[src/tcc_pkg.sv]
package tcc_pkg;

	localparam int PIXEL_COLUMNS = 128;
	localparam int PIXEL_ROWS    = 64;
	localparam int FONT_WIDTH    = 6;
	localparam int FONT_HEIGHT   = 8;
	localparam int MARGIN        = 1;

	localparam int RAW_TW    = (PIXEL_COLUMNS - MARGIN) / FONT_WIDTH;
	localparam int RAW_TH    = PIXEL_ROWS / FONT_HEIGHT;
	localparam int TEXT_COLS = (RAW_TW > 0) ? RAW_TW : 1;
	localparam int TEXT_ROWS = (RAW_TH > 0) ? RAW_TH : 1;

	localparam int CMD_W   = 1;
	localparam int CHAR_W  = 8;
	localparam int POS_W   = 16;
	localparam int KIND_W  = 2;
	localparam int X_W     = 7;
	localparam int Y_W     = 6;
	localparam int COL_W   = 5;
	localparam int ROW_W   = 3;
	localparam int MAX_RES = 4;
	localparam int CNT_W   = 3;
	localparam int IDX_W   = 2;

	localparam int S_DATA_W = 24;
	localparam int M_DATA_W = 32;

	// reciprocal of the column count, exact for every 16-bit position
	localparam int RECIP_SH = 21;
	localparam int RECIP    = ((2 ** RECIP_SH) + TEXT_COLS - 1) / TEXT_COLS;
	localparam int RECIP_W  = 18;
	localparam int QUOT_W   = POS_W + RECIP_W - RECIP_SH;

	localparam logic [CMD_W-1:0]  CMD_PUT     = 1'b0;
	localparam logic [CMD_W-1:0]  CMD_SET_POS = 1'b1;
	localparam logic [CHAR_W-1:0] NEWLINE     = 8'd10;

	localparam logic [KIND_W-1:0] KIND_DRAW  = 2'd0;
	localparam logic [KIND_W-1:0] KIND_START = 2'd1;
	localparam logic [KIND_W-1:0] KIND_CLEAR = 2'd2;

	typedef struct packed {
		logic [KIND_W-1:0] kind;
		logic [X_W-1:0]    x_pixel;
		logic [Y_W-1:0]    y_pixel;
		logic [CHAR_W-1:0] glyph;
		logic [Y_W-1:0]    start_line;
		logic              last;
	} res_t;

	typedef struct packed {
		res_t [MAX_RES-1:0] res;
		logic [CNT_W-1:0]   cnt;
	} batch_t;

	function automatic logic [Y_W-1:0] row_y(input logic [ROW_W-1:0] row,
		input logic [Y_W-1:0] off);
		logic [Y_W:0] sum;
		sum = (Y_W+1)'(row) * (Y_W+1)'(FONT_HEIGHT) + (Y_W+1)'(off);
		if (sum >= (Y_W+1)'(PIXEL_ROWS)) begin
			sum = sum - (Y_W+1)'(PIXEL_ROWS);
		end
		return sum[Y_W-1:0];
	endfunction

	function automatic logic [Y_W-1:0] next_off(input logic [Y_W-1:0] off);
		logic [Y_W:0] sum;
		sum = (Y_W+1)'(off) + (Y_W+1)'(FONT_HEIGHT);
		if (sum >= (Y_W+1)'(PIXEL_ROWS)) begin
			sum = sum - (Y_W+1)'(PIXEL_ROWS);
		end
		return sum[Y_W-1:0];
	endfunction

	function automatic logic [X_W-1:0] col_x(input logic [COL_W-1:0] col);
		return X_W'(MARGIN) + X_W'(col) * X_W'(FONT_WIDTH);
	endfunction

endpackage

[src/tcc_pos_split.sv]
module tcc_pos_split import tcc_pkg::*; (
	input  logic [POS_W-1:0] position,
	output logic [COL_W-1:0] col,
	output logic [ROW_W-1:0] row
);

	logic [POS_W+RECIP_W-1:0] prod;
	logic [QUOT_W-1:0]        quot;
	logic [POS_W-1:0]         rem;

	assign prod = (POS_W+RECIP_W)'(position) * (POS_W+RECIP_W)'(RECIP);
	assign quot = prod[POS_W+RECIP_W-1:RECIP_SH];
	assign rem  = position - POS_W'(quot) * POS_W'(TEXT_COLS);
	assign col  = rem[COL_W-1:0];
	assign row  = ROW_W'(quot % TEXT_ROWS);

endmodule

[src/tcc_engine.sv]
module tcc_engine import tcc_pkg::*; (
	input  logic              clk,
	input  logic              arst_n,
	input  logic              advance,
	input  logic [CMD_W-1:0]  command,
	input  logic [CHAR_W-1:0] char_code,
	input  logic [POS_W-1:0]  position,
	output batch_t            batch
);

	logic [COL_W-1:0] col_q, col_d, set_col, col1;
	logic [ROW_W-1:0] row_q, row_d, set_row;
	logic [Y_W-1:0]   off_q, off_d, off1, off2;
	logic             owed_q, owed_d;
	logic             row_last;
	logic [COL_W:0]   col_inc;
	logic [CNT_W-1:0] k;
	res_t             blank;

	tcc_pos_split u_split (
		.position(position),
		.col     (set_col),
		.row     (set_row)
	);

	assign row_last = !(({1'b0, row_q} + (ROW_W+1)'(1)) < (ROW_W+1)'(TEXT_ROWS));
	assign off1     = owed_q ? next_off(off_q) : off_q;
	assign col1     = owed_q ? '0 : col_q;
	assign off2     = next_off(off1);
	assign col_inc  = {1'b0, col1} + (COL_W+1)'(1);

	always_comb begin
		blank = '0;
		batch = '0;
		k     = '0;
		col_d  = col_q;
		row_d  = row_q;
		off_d  = off_q;
		owed_d = owed_q;
		if (command == CMD_SET_POS) begin
			col_d  = set_col;
			row_d  = set_row;
			off_d  = '0;
			owed_d = 1'b0;
		end else begin
			owed_d = 1'b0;
			off_d  = off1;
			col_d  = col1;
			if (owed_q) begin
				batch.res[k[IDX_W-1:0]]            = blank;
				batch.res[k[IDX_W-1:0]].kind       = KIND_START;
				batch.res[k[IDX_W-1:0]].start_line = off1;
				k = k + CNT_W'(1);
				batch.res[k[IDX_W-1:0]]         = blank;
				batch.res[k[IDX_W-1:0]].kind    = KIND_CLEAR;
				batch.res[k[IDX_W-1:0]].x_pixel = X_W'(MARGIN);
				batch.res[k[IDX_W-1:0]].y_pixel = row_y(row_q, off1);
				k = k + CNT_W'(1);
			end
			if (char_code == NEWLINE) begin
				col_d = '0;
				if (!row_last) begin
					row_d = row_q + ROW_W'(1);
					batch.res[k[IDX_W-1:0]]         = blank;
					batch.res[k[IDX_W-1:0]].kind    = KIND_CLEAR;
					batch.res[k[IDX_W-1:0]].x_pixel = X_W'(MARGIN);
					batch.res[k[IDX_W-1:0]].y_pixel = row_y(row_q + ROW_W'(1), off1);
					k = k + CNT_W'(1);
				end else begin
					off_d = off2;
					batch.res[k[IDX_W-1:0]]            = blank;
					batch.res[k[IDX_W-1:0]].kind       = KIND_START;
					batch.res[k[IDX_W-1:0]].start_line = off2;
					k = k + CNT_W'(1);
					batch.res[k[IDX_W-1:0]]         = blank;
					batch.res[k[IDX_W-1:0]].kind    = KIND_CLEAR;
					batch.res[k[IDX_W-1:0]].x_pixel = X_W'(MARGIN);
					batch.res[k[IDX_W-1:0]].y_pixel = row_y(row_q, off2);
					k = k + CNT_W'(1);
				end
			end else begin
				batch.res[k[IDX_W-1:0]]         = blank;
				batch.res[k[IDX_W-1:0]].kind    = KIND_DRAW;
				batch.res[k[IDX_W-1:0]].x_pixel = col_x(col1);
				batch.res[k[IDX_W-1:0]].y_pixel = row_y(row_q, off1);
				batch.res[k[IDX_W-1:0]].glyph   = char_code;
				k = k + CNT_W'(1);
				if (col_inc >= (COL_W+1)'(TEXT_COLS)) begin
					col_d = '0;
					if (!row_last) begin
						row_d = row_q + ROW_W'(1);
					end else begin
						owed_d = 1'b1;
					end
				end else begin
					col_d = col_inc[COL_W-1:0];
				end
			end
		end
		batch.cnt = k;
		for (int i = 0; i < MAX_RES; i++) begin
			batch.res[i].last = (CNT_W'(i + 1) == k);
		end
	end

	always_ff @(posedge clk or negedge arst_n) begin
		if (!arst_n) begin
			col_q  <= '0;
			row_q  <= '0;
			off_q  <= '0;
			owed_q <= 1'b0;
		end else if (advance) begin
			col_q  <= col_d;
			row_q  <= row_d;
			off_q  <= off_d;
			owed_q <= owed_d;
		end
	end

endmodule

[src/tcc_out_queue.sv]
module tcc_out_queue import tcc_pkg::*; (
	input  logic   clk,
	input  logic   arst_n,
	input  logic   load,
	input  batch_t batch,
	input  logic   pop,
	output logic   free,
	output logic   valid,
	output res_t   head
);

	res_t [MAX_RES-1:0] res_q;
	logic [CNT_W-1:0]   cnt_q;

	assign valid = (cnt_q != '0);
	assign head  = res_q[0];
	assign free  = (cnt_q == '0) || ((cnt_q == CNT_W'(1)) && pop);

	always_ff @(posedge clk or negedge arst_n) begin
		if (!arst_n) begin
			cnt_q <= '0;
		end else if (load) begin
			cnt_q <= batch.cnt;
		end else if (pop && valid) begin
			cnt_q <= cnt_q - CNT_W'(1);
		end
	end

	// shift toward the head on every pop of a valid result; a load replaces the batch
	always_ff @(posedge clk) begin
		if (load) begin
			res_q <= batch.res;
		end else if (pop && valid) begin
			for (int i = 0; i < MAX_RES - 1; i++) begin
				res_q[i] <= res_q[i+1];
			end
			res_q[MAX_RES-1] <= '0;
		end
	end

endmodule

[src/text_console_cursor_scroll.sv]
// An item's first result is offered once it has passed the input register and been
// loaded into the result queue. Throughput: one item per cycle while each item yields
// at most one result and the output is ready; more results (up to four) hold the input.
// Work per item is one pass of logic between the input register and the
// result queue; the result queue is the only stall point.
// Reset clears the cursor, start line, owed scroll flag and empties both stages.
module text_console_cursor_scroll import tcc_pkg::*; (
	input  logic                clk,
	input  logic                arst_n,
	input  logic                s_axis_tvalid,
	output logic                s_axis_tready,
	input  logic [S_DATA_W-1:0] s_axis_tdata,  // char_code[7:0], position[23:8]
	input  logic [CMD_W-1:0]    s_axis_tuser,  // command
	output logic                m_axis_tvalid,
	input  logic                m_axis_tready,
	output logic [M_DATA_W-1:0] m_axis_tdata,  // x_pixel, y_pixel, glyph, start_line, zero pad
	output logic [KIND_W-1:0]   m_axis_tuser,  // kind
	output logic                m_axis_tlast
);

	logic              valid_s1;
	logic [CMD_W-1:0]  cmd_s1;
	logic [CHAR_W-1:0] char_s1;
	logic [POS_W-1:0]  pos_s1;
	logic              consume;
	logic              q_free;
	logic              q_valid;
	batch_t            batch;
	res_t              head;

	assign consume       = valid_s1 && q_free;
	assign s_axis_tready = !valid_s1 || consume;

	always_ff @(posedge clk or negedge arst_n) begin
		if (!arst_n) begin
			valid_s1 <= 1'b0;
		end else if (s_axis_tvalid && s_axis_tready) begin
			valid_s1 <= 1'b1;
		end else if (consume) begin
			valid_s1 <= 1'b0;
		end
	end

	always_ff @(posedge clk) begin
		if (s_axis_tvalid && s_axis_tready) begin
			cmd_s1  <= s_axis_tuser;
			char_s1 <= s_axis_tdata[CHAR_W-1:0];
			pos_s1  <= s_axis_tdata[CHAR_W+POS_W-1:CHAR_W];
		end
	end

	tcc_engine u_engine (
		.clk      (clk),
		.arst_n   (arst_n),
		.advance  (consume),
		.command  (cmd_s1),
		.char_code(char_s1),
		.position (pos_s1),
		.batch    (batch)
	);

	tcc_out_queue u_queue (
		.clk   (clk),
		.arst_n(arst_n),
		.load  (consume),
		.batch (batch),
		.pop   (m_axis_tready),
		.free  (q_free),
		.valid (q_valid),
		.head  (head)
	);

	assign m_axis_tvalid = q_valid;
	assign m_axis_tuser  = head.kind;
	assign m_axis_tlast  = head.last;
	assign m_axis_tdata  = M_DATA_W'({head.start_line, head.glyph, head.y_pixel, head.x_pixel});

`ifndef SYNTHESIS
	a_load_when_drained: assert property (@(posedge clk) disable iff (!arst_n)
		consume |-> (!m_axis_tvalid || (m_axis_tready && m_axis_tlast)))
		else $error("batch loaded over undelivered results");

	a_kind_legal: assert property (@(posedge clk) disable iff (!arst_n)
		m_axis_tvalid |-> (m_axis_tuser == KIND_DRAW || m_axis_tuser == KIND_START ||
			m_axis_tuser == KIND_CLEAR))
		else $error("illegal result kind");

	a_batch_ends_last: assert property (@(posedge clk) disable iff (!arst_n)
		(consume && batch.cnt != '0) |->
			batch.res[batch.cnt[IDX_W-1:0] - IDX_W'(1)].last)
		else $error("batch does not end with last");
`endif

endmodule
[config.mk]
export PLATFORM = sky130hd
export DESIGN_NAME = text_console_cursor_scroll
export DESIGN_NICKNAME = d
export VERILOG_FILES = /design/src/tcc_pkg.sv /design/src/tcc_pos_split.sv /design/src/tcc_engine.sv /design/src/tcc_out_queue.sv /design/src/text_console_cursor_scroll.sv
export SDC_FILE = /design/constraint.sdc
export NUM_CORES = 1
export LEC_CHECK = 0
export BUFFER_PORTS_ARGS = -buffer_cell sky130_fd_sc_hd__buf_2
export CAP_MARGIN = 5
export CORE_MARGIN = 2
export CORE_UTILIZATION = 62
export CTS_CLUSTER_SIZE = 40
export DETAILED_ROUTE_END_ITERATION = 8
export GPL_TIMING_DRIVEN = 1
export PLACE_DENSITY = 0.82
export SLEW_MARGIN = 0
export SYNTH_ARGS = -nofsm -noshare
export SYNTH_HDL_FRONTEND = slang
export SYNTH_SLANG_ARGS = --single-unit
[constraint.sdc]
create_clock -name clk -period 9.65 [get_ports clk]
set_input_delay 0 -clock clk [delete_from_list [all_inputs] [get_ports clk]]
set_output_delay 0 -clock clk [all_outputs]
set_load 0.02 [all_outputs]
# Word-level counts from Yosys, hierarchy flattened
# Index checks and enable logic that the tools add are counted.
# classes
addsub,18
multipliers,3
order_cmp,11
eq_ne,6
mux,77
n_bitwise,4
n_reduce_logical,15
# op_table
cell,count
$bwmux W120,12
$demux W30 S2,10
$mux W120,5
$not A120 Y120,2
$and A120 B120 Y120,1
$and A60 B120 Y120,1
$mux W30,4
$mux W60,2
$mux W6,17
$mux W28,2
$mux W21,2
$ge A7 B7 Y1 const B,5
$mul A16 B17 Y33 const B,1
$mux W3,10
$sub A6 B1 Y6 const B,5
$add A6 B6 Y7,3
$mux W5,4
$mux W15,1
$add A6 B4 Y7 const B,2
$mul A12 B5 Y5 const B,1
$add A3 B1 Y3 const B,3
$eq A8 B4 Y1 const B,1
$add A1 B7 Y7 const A,1
$mux W7,1
other kinds (22),38
# totals
ff_bits,164
inputBits,29
output_inout_bits,37
word_cells,167

# Longest topological paths before layout
# Gate-level depths: netlist of the first run.
# logic_depth
depth_word,20
ltp_mapped,27

# Modules after synthesis
# From an unflattened synthesis of the first run, not the netlist that was laid out.
# hier_totals
cells_unflattened,992
hier_area_um2,12087.8
# by_module_without_submodules
module,instances,cells_per_inst,area_each_um2
tcc_out_queue,1,311,5768.0
tcc_pos_split,1,335,3139.3
tcc_engine,1,310,2328.5
text_console_cursor_scroll,1,36,852.1

# Worst setup path after synthesis of the first run
# No wires, ideal clock.
# synth_timing
path_type,flip-flop to flip-flop
start,register pos_s1[11]
end,register u_engine.col_q[4]
setup_time_ps,125
t_arrival_ps,6599
t_required_ps,9525
setup_slack_ps,2926
path_stages_with_launch,26
cell_sequence,edfxtp_1 > ha_1 > ha_1 > fa_1 > inv_1 > fa_1 > inv_1 > fa_1 > fa_1 > ha_1 > and3_1 > nand4_1 > or2_2 > a41oi_1 > o41ai_2 > xnor2_1 > ha_1 > ha_1 > ha_1 > xor2_1 > xnor3_1 > xnor2_1 > xnor2_1 > mux2_4 > a31oi_1 > o21ai_1
# synth_via
elab_chain_len,4
# synth_rtl
item,line_no,text
from (decl),text_console_cursor_scroll.sv:24,logic [POS_W-1:0] pos_s1;
from (signal assigned),text_console_cursor_scroll.sv:48,pos_s1 <= s_axis_tdata[CHAR_W+POS_W-1:CHAR_W];
$mul A16 B17 Y33,tcc_pos_split.sv:11,assign prod = (POS_W+RECIP_W)'(position) * (POS_W+RECIP_W)'(RECIP);
$mul A12 B5 Y5,tcc_pos_split.sv:13,assign rem = position - POS_W'(quot) * POS_W'(TEXT_COLS);
$sub A5 B5 Y5,tcc_pos_split.sv:13,
$mux W5,tcc_engine.sv:40,if (command == CMD_SET_POS) begin
to (signal assigned),tcc_engine.sv:113,col_q <= col_d;
to (decl),tcc_engine.sv:11,"logic [COL_W-1:0] col_q, col_d, set_col, col1;"
# Every way passes these cells.
# A chain may end at the register's enable or synchronous reset.

# Worst setup path after layout of the first run
# Same ends and word-level chain as after synthesis.

==> results.sh, run 1 <==
export IMPL_die_x_microns=124.5
export IMPL_final_cell_mix="ha_1, inv_1, edfxtp_1"
export IMPL_netlist_instances=815
export IMPL_drc=0
export IMPL_grt_pass1_vias=6243
export IMPL_final_setup_viol_count=0
export IMPL_synth_edf_count=106
export IMPL_clk_path_buf_depth=2
export IMPL_cp_max_fo=4
export IMPL_yosys_warnings=0
export IMPL_clk_pin_slew_worst_paths_ns=0.06
export IMPL_ys_flop_type="edfxtp_1"
export IMPL_routed_via_count=6129
export IMPL_rows=44
export IMPL_synthArstFlopShare=0.1311
export IMPL_drt_pass1_iter_count=5
export IMPL_area_growth_syn_to_layout_pct=13.21
export IMPL_cts_root_buf="clkbuf_16"
export IMPL_rsz0062_at_grt="false"
export IMPL_cp_arrival_ns=7.43
export IMPL_io_pin_count=66
export IMPL_yosysSeqAreaShare=0.3981
export IMPL_grt_use_total=0.2556
export IMPL_endpoint_kind="register"
export IMPL_worst_skew_pair_late_latency_ns=0.42
export IMPL_avgSynthCellArea_sq_um=11.04
export IMPL_wirelength_mm=18.61
export IMPL_fin_crit_ns=7.133
export IMPL_fmaxAchievable_mhz=140.2
export IMPL_finClkSkew_ns=0.01163
export IMPL_cts_made_buffers=17
export IMPL_antenna_left=0
export IMPL_die_h_microns=124.5
export IMPL_core_sq_mm=0.01437
export IMPL_nets=1081
export IMPL_grt_max_degree=87
export IMPL_fin_crit_sh=0.7391
export IMPL_crit_type="register to register"
export IMPL_r2r_cells=25
export IMPL_min_path_type="primary input to asynchronous set/reset pin"
export IMPL_worst_pin_slew_ns=1.067
export IMPL_drive_above_1_share=0.1250
export IMPL_slew_headroom=0.2885
export IMPL_hold_violations=0
export IMPL_io_buffers=60
export IMPL_viasPerCell=5.675
export IMPL_startpoint_type="register"
export IMPL_start_util=0.6264
export IMPL_synth_area_leader_cell="edfxtp_1"
export IMPL_synth_area_leaders="edfxtp_1, ha_1, fa_1"
export IMPL_slew_viol_final=0
export IMPL_post_cts_buffers=0
export IMPL_syn_area_sq_mm=0.009001
export IMPL_final_common_cell="ha_1"
export IMPL_r2r_end="u_engine.col_q[4]"
export IMPL_grt_pass1_wl_mm=31.12
export IMPL_r2r_start="pos_s1[11]"
export IMPL_fin_tns_setup_ns=0
export IMPL_grt_antenna_before_repair=0
export IMPL_hpwl_mm=13.63
export IMPL_antenna_cells=0
export IMPL_ys_ff_latch=122
export IMPL_die_area_sq_mm=0.01550
export IMPL_h_tree_depth=4
export IMPL_routabilityCongestion=0.9638
export IMPL_rrSetupSlack_ns=2.52
export IMPL_maxCapViolCount=0
export IMPL_drtIter0Drc=491
export IMPL_netlist_area_leader_share=0.3536
export IMPL_cp_data_required_time_ns=9.95
export IMPL_drt_wirelength_per_cell_microns=17.24
export IMPL_cts_tree="built"
export IMPL_grt_overflow=0
export IMPL_status="finished clean"
export IMPL_cts_sinks=122
export IMPL_synth_distinct_cells=66
what timing repair did:
item                                    CTS  global route
hold buffers                             28             0
endpoints found under the hold margin    43             0
endpoints found under the setup margin    0             0
gates resized for setup                   0             0
stage by stage:
step | cell area, sq um | setup WS, ns | hold slack (ns) | cells | util
floorplan | 9027 | 2.926 | -0.2956 | 822 | -
global placement | 9288 | 2.727 | -0.05708 | 1020 | 0.6464
detailed placement | 9288 | 2.533 | -0.05201 | 1020 | 0.6464
CTS | 10190 | 2.483 | 0.04278 | 1080 | 0.7092
global route | 10190 | 2.072 | 0.09009 | 1080 | 0.7092
finish | 10190 | 2.517 | 0.04657 | 1080 | 0.7092
layout make-up:
cell class,instances,area [sq um]
multi-input cells,528,4678
fillers,961,4179
flip-flops and latches,122,3583
repair buffers,94,625.6
inverters,120,450.4
clock buffers,17,425.4
well taps,184,230.2
clock inverters,15,196.4
per-layer routing:
metal	up-vias	wire length (microns)	GRT usage
li1	2940	-	-
met3	40	863	0.04467
met4	0	569	0.1051
met2	210	9535	0.4397
met1	2939	7645	0.3205
met5	-	0	0
worst max-delay path by stage:
stage                    start           endpoint  depth (start not counted)
finish              pos_s1[11]  u_engine.col_q[4]                         25
global route        pos_s1[11]  u_engine.col_q[4]                         25
CTS                 pos_s1[11]  u_engine.col_q[4]                         25
detailed placement  pos_s1[11]  u_engine.col_q[4]                         25
global placement    pos_s1[11]  u_engine.col_q[4]                         25
floorplan           pos_s1[11]  u_engine.col_q[4]                         25
cell usage after synthesis (2+ instances only):
library cell and number:
ha_1 122, inv_1 118, edfxtp_1 106, nand2_1 62, fa_1 47, o21ai_0 35
buf_4 34, nor2_1 28, a21oi_1 25, and2_1 24, and3_1 18, xnor2_1 18
dfrtp_1 16, a22o_1 14, clkbuf_1 13, nand3_1 9, xor2_1 9, nor2b_1 8
nor3_1 8, nand2b_1 7, a31oi_1 6, a211oi_1 5, a21o_1 5, nand4_1 5
nor4_1 5, a221o_1 4, a32o_1 4, buf_2 4, or3_1 4, a211o_1 3
a41oi_1 3, or2_2 3, a21oi_2 2, and4_1 2, nand3b_1 2, nor3_2 2
nor3b_1 2, o211ai_1 2, o21ai_1 2, o221ai_1 2, o22ai_1 2
state kept, by name, indices dropped and copies added (netlist names):
register / flops
u_engine.off_q: 3
u_engine.col_q: 5
u_engine.owed_q: 1
u_queue.res_q: 55
u_queue.head: 26
char_s1: 8
u_engine.row_q: 3
pos_s1: 16
u_queue.cnt_q: 3
cmd_s1: 1
valid_s1: 1
kinds of logic after synthesis:
| group | count (synthesis) | share of synthesized area |
|---|---|---|
| AOI/OAI and AO/OA | 129 | 0.09981 |
| DFF | 122 | 0.3981 |
| buffers and inverters | 172 | 0.08646 |
| other | 1 | 0.0004166 |
| and+or+nand+nor | 191 | 0.1077 |
| muxes | 2 | 0.002780 |
| adders and majority gates | 169 | 0.2741 |
| xor gates and xnor gates | 29 | 0.03058 |
critical path: stages (launching register included):
cell      delay, ns
edfxtp_1       0.43
ha_1           0.35
ha_1           0.21
fa_1           0.52
inv_1          0.06
fa_1           0.53
inv_1          0.05
fa_1           0.49
fa_1           0.49
ha_1           0.33
and3_1         0.21
nand4_1        0.12
or2_2          0.33
a41oi_1        0.33
o41ai_2        0.14
xnor2_1        0.14
ha_1           0.28
ha_1           0.28
ha_1           0.20
xor2_1         0.13
xnor3_1        0.41
xnor2_1        0.14
xnor2_1        0.25
mux2_4         0.33
a31oi_1        0.16
o21ai_1        0.08
Power of run 1 is not shown: default switching activity piles up to over one toggle a cycle in this logic, so the estimate is an artifact.
==> inputs of run 2 (changes only) <==
- clock period: 9.65 -> 7.3 ns (I/O delays scaled with it)
==> results.sh, run 2 (synthesis gave the netlist of run 1 again) <==
export IMPL_final_common_cell="ha_1"
export IMPL_cp_arrival_ns=7.24
export IMPL_drc=0
export IMPL_drive_above_1_share=0.1386
export IMPL_slew_viol_final=0
export IMPL_drt_wirelength_per_cell_microns=17.19
export IMPL_cp_data_required_time_ns=7.60
export IMPL_clk_path_buf_depth=2
export IMPL_wirelength_mm=18.66
export IMPL_routabilityCongestion=0.9636
export IMPL_largest_reg_flops=55
export IMPL_top_register="u_queue.res_q"
export IMPL_antenna_cells=0
export IMPL_place_inst=1020
export IMPL_rows=44
export IMPL_viasPerCell=5.649
export IMPL_finClkSkew_ns=0.01092
export IMPL_endpoint_kind="register"
export IMPL_start_util=0.6264
export IMPL_grt_pass1_wl_mm=30.28
export IMPL_drt_pass1_iter_count=5
export IMPL_crit_type="register to register"
export IMPL_fin_tns_setup_ns=0
export IMPL_grt_overflow=0
export IMPL_routed_via_count=6135
export IMPL_hpwl_mm=13.50
export IMPL_worst_hold_slack_ns=0.03765
export IMPL_nets=1087
export IMPL_status="finished clean"
export IMPL_drtIter0Drc=461
export IMPL_maxCapViolCount=0
export IMPL_rsz0062_at_grt="false"
export IMPL_register_area_sq_mm=0.003583
export IMPL_utilization=0.7153
export IMPL_fin_crit_ns=6.939
export IMPL_core_sq_mm=0.01437
export IMPL_cts_sinks=122
export IMPL_cp_max_fo=4
export IMPL_antenna_left=0
export IMPL_die_h_microns=124.5
export IMPL_n_fill_cell=949
export IMPL_grt_use_total=0.2488
export IMPL_hold_violations=0
export IMPL_fmaxAchievable_mhz=144.1
export IMPL_final_setup_viol_count=0
export IMPL_cts_root_buf="clkbuf_16"
export IMPL_clk_pin_slew_worst_paths_ns=0.06
export IMPL_grt_max_degree=87
export IMPL_io_pin_count=66
export IMPL_worst_pin_slew_ns=1.051
export IMPL_h_tree_depth=4
export IMPL_die_x_microns=124.5
export IMPL_io_buffers=60
export IMPL_startpoint_type="register"
export IMPL_min_path_type="primary input to asynchronous set/reset pin"
export IMPL_instances_no_fill=1086
export IMPL_multi_input_area_sq_mm=0.004745
export IMPL_fin_crit_sh=0.9506
export IMPL_cts_tree="built"
export IMPL_die_area_sq_mm=0.01550
export IMPL_area_growth_syn_to_layout_pct=14.18
export IMPL_grt_pass1_vias=6216
export IMPL_slew_headroom=0.2992
export IMPL_worst_skew_pair_late_latency_ns=0.42
export IMPL_cts_made_buffers=17
export IMPL_grt_antenna_before_repair=0
export IMPL_final_cell_mix="ha_1, inv_1, edfxtp_1"
run 2: cell types whose count changed in the layout (fill, tap and decap cells not counted), moves of 2 or more:
| cell | change |
|---|---|
| buf_4 | +6 |
| clkinvlp_4 | +3 |
| clkinv_1 | -2 |
| clkinv_4 | -2 |
run 2: worst paths after layout:
path	startpoint	to	slack [ns]	cells past startpoint
min in group clk	s_axis_tdata[16]	pos_s1[8]	0.28	2
worst max register to register	pos_s1[11]	u_engine.col_q[4]	0.36	25
max in group asynchronous	arst_n	u_engine.row_q[2]	6.98	2
worst min-delay path	arst_n	valid_s1	0.04	2
worst min register to register	u_engine.col_q[1]	u_engine.col_q[1]	0.50	2
worst max-delay path	pos_s1[11]	u_engine.col_q[4]	0.36	25
run 2: critical path: stages (launching register included):
cell and delay (ns):
edfxtp_1 0.38, ha_1 0.33, ha_1 0.22, fa_1 0.52, inv_1 0.06, fa_1 0.53
inv_1 0.05, fa_1 0.53, fa_1 0.47, ha_4 0.31, and3_4 0.18, nand4_1 0.12
a211o_1 0.35, a41oi_1 0.34, nor2_1 0.10, and2_1 0.18, ha_1 0.30, ha_1 0.34
fa_1 0.44, inv_1 0.07, a21o_1 0.10, a21oi_1 0.08, xnor2_1 0.26, mux2_4 0.33
a31oi_1 0.15, o21ai_1 0.08
run 2: cell type report:
cell class,count,share of cell area
flip-flops and latches,122,0.3487
clock inverters,14,0.01644
well taps,184,0.02240
inverters,120,0.04383
repair buffers,100,0.06525
multi-input cells,528,0.4616
clock buffers,18,0.04176
run 2: repair_timing:
item | CTS | global route
endpoints found under the setup margin | 0 | 1
gates resized for setup | 0 | 11
setup buffers | 0 | 6
hold buffers | 28 | 0
hold endpoints to repair | 43 | 0
run 2: stage by stage:
stage               area, sq um  setup WS, ns
floorplan                  9027        0.5758
global placement           9288        0.3771
detailed placement         9288        0.2026
CTS                       10170        0.1563
global route              10280       0.01644
finish                    10280        0.3608
run 2: metal layers:
| metal | part of all wire | up-vias | wire length (microns) | track usage |
|---|---|---|---|---|
| li1 | - | 2945 | - | - |
| met5 | 0 | - | 0 | 0 |
| met2 | 0.50 | 214 | 9379 | 0.4208 |
| met3 | 0.055 | 52 | 1030 | 0.05842 |
| met1 | 0.40 | 2924 | 7501 | 0.3021 |
| met4 | 0.040 | 0 | 753 | 0.1170 |
Power of run 2 is left out for the same reason.
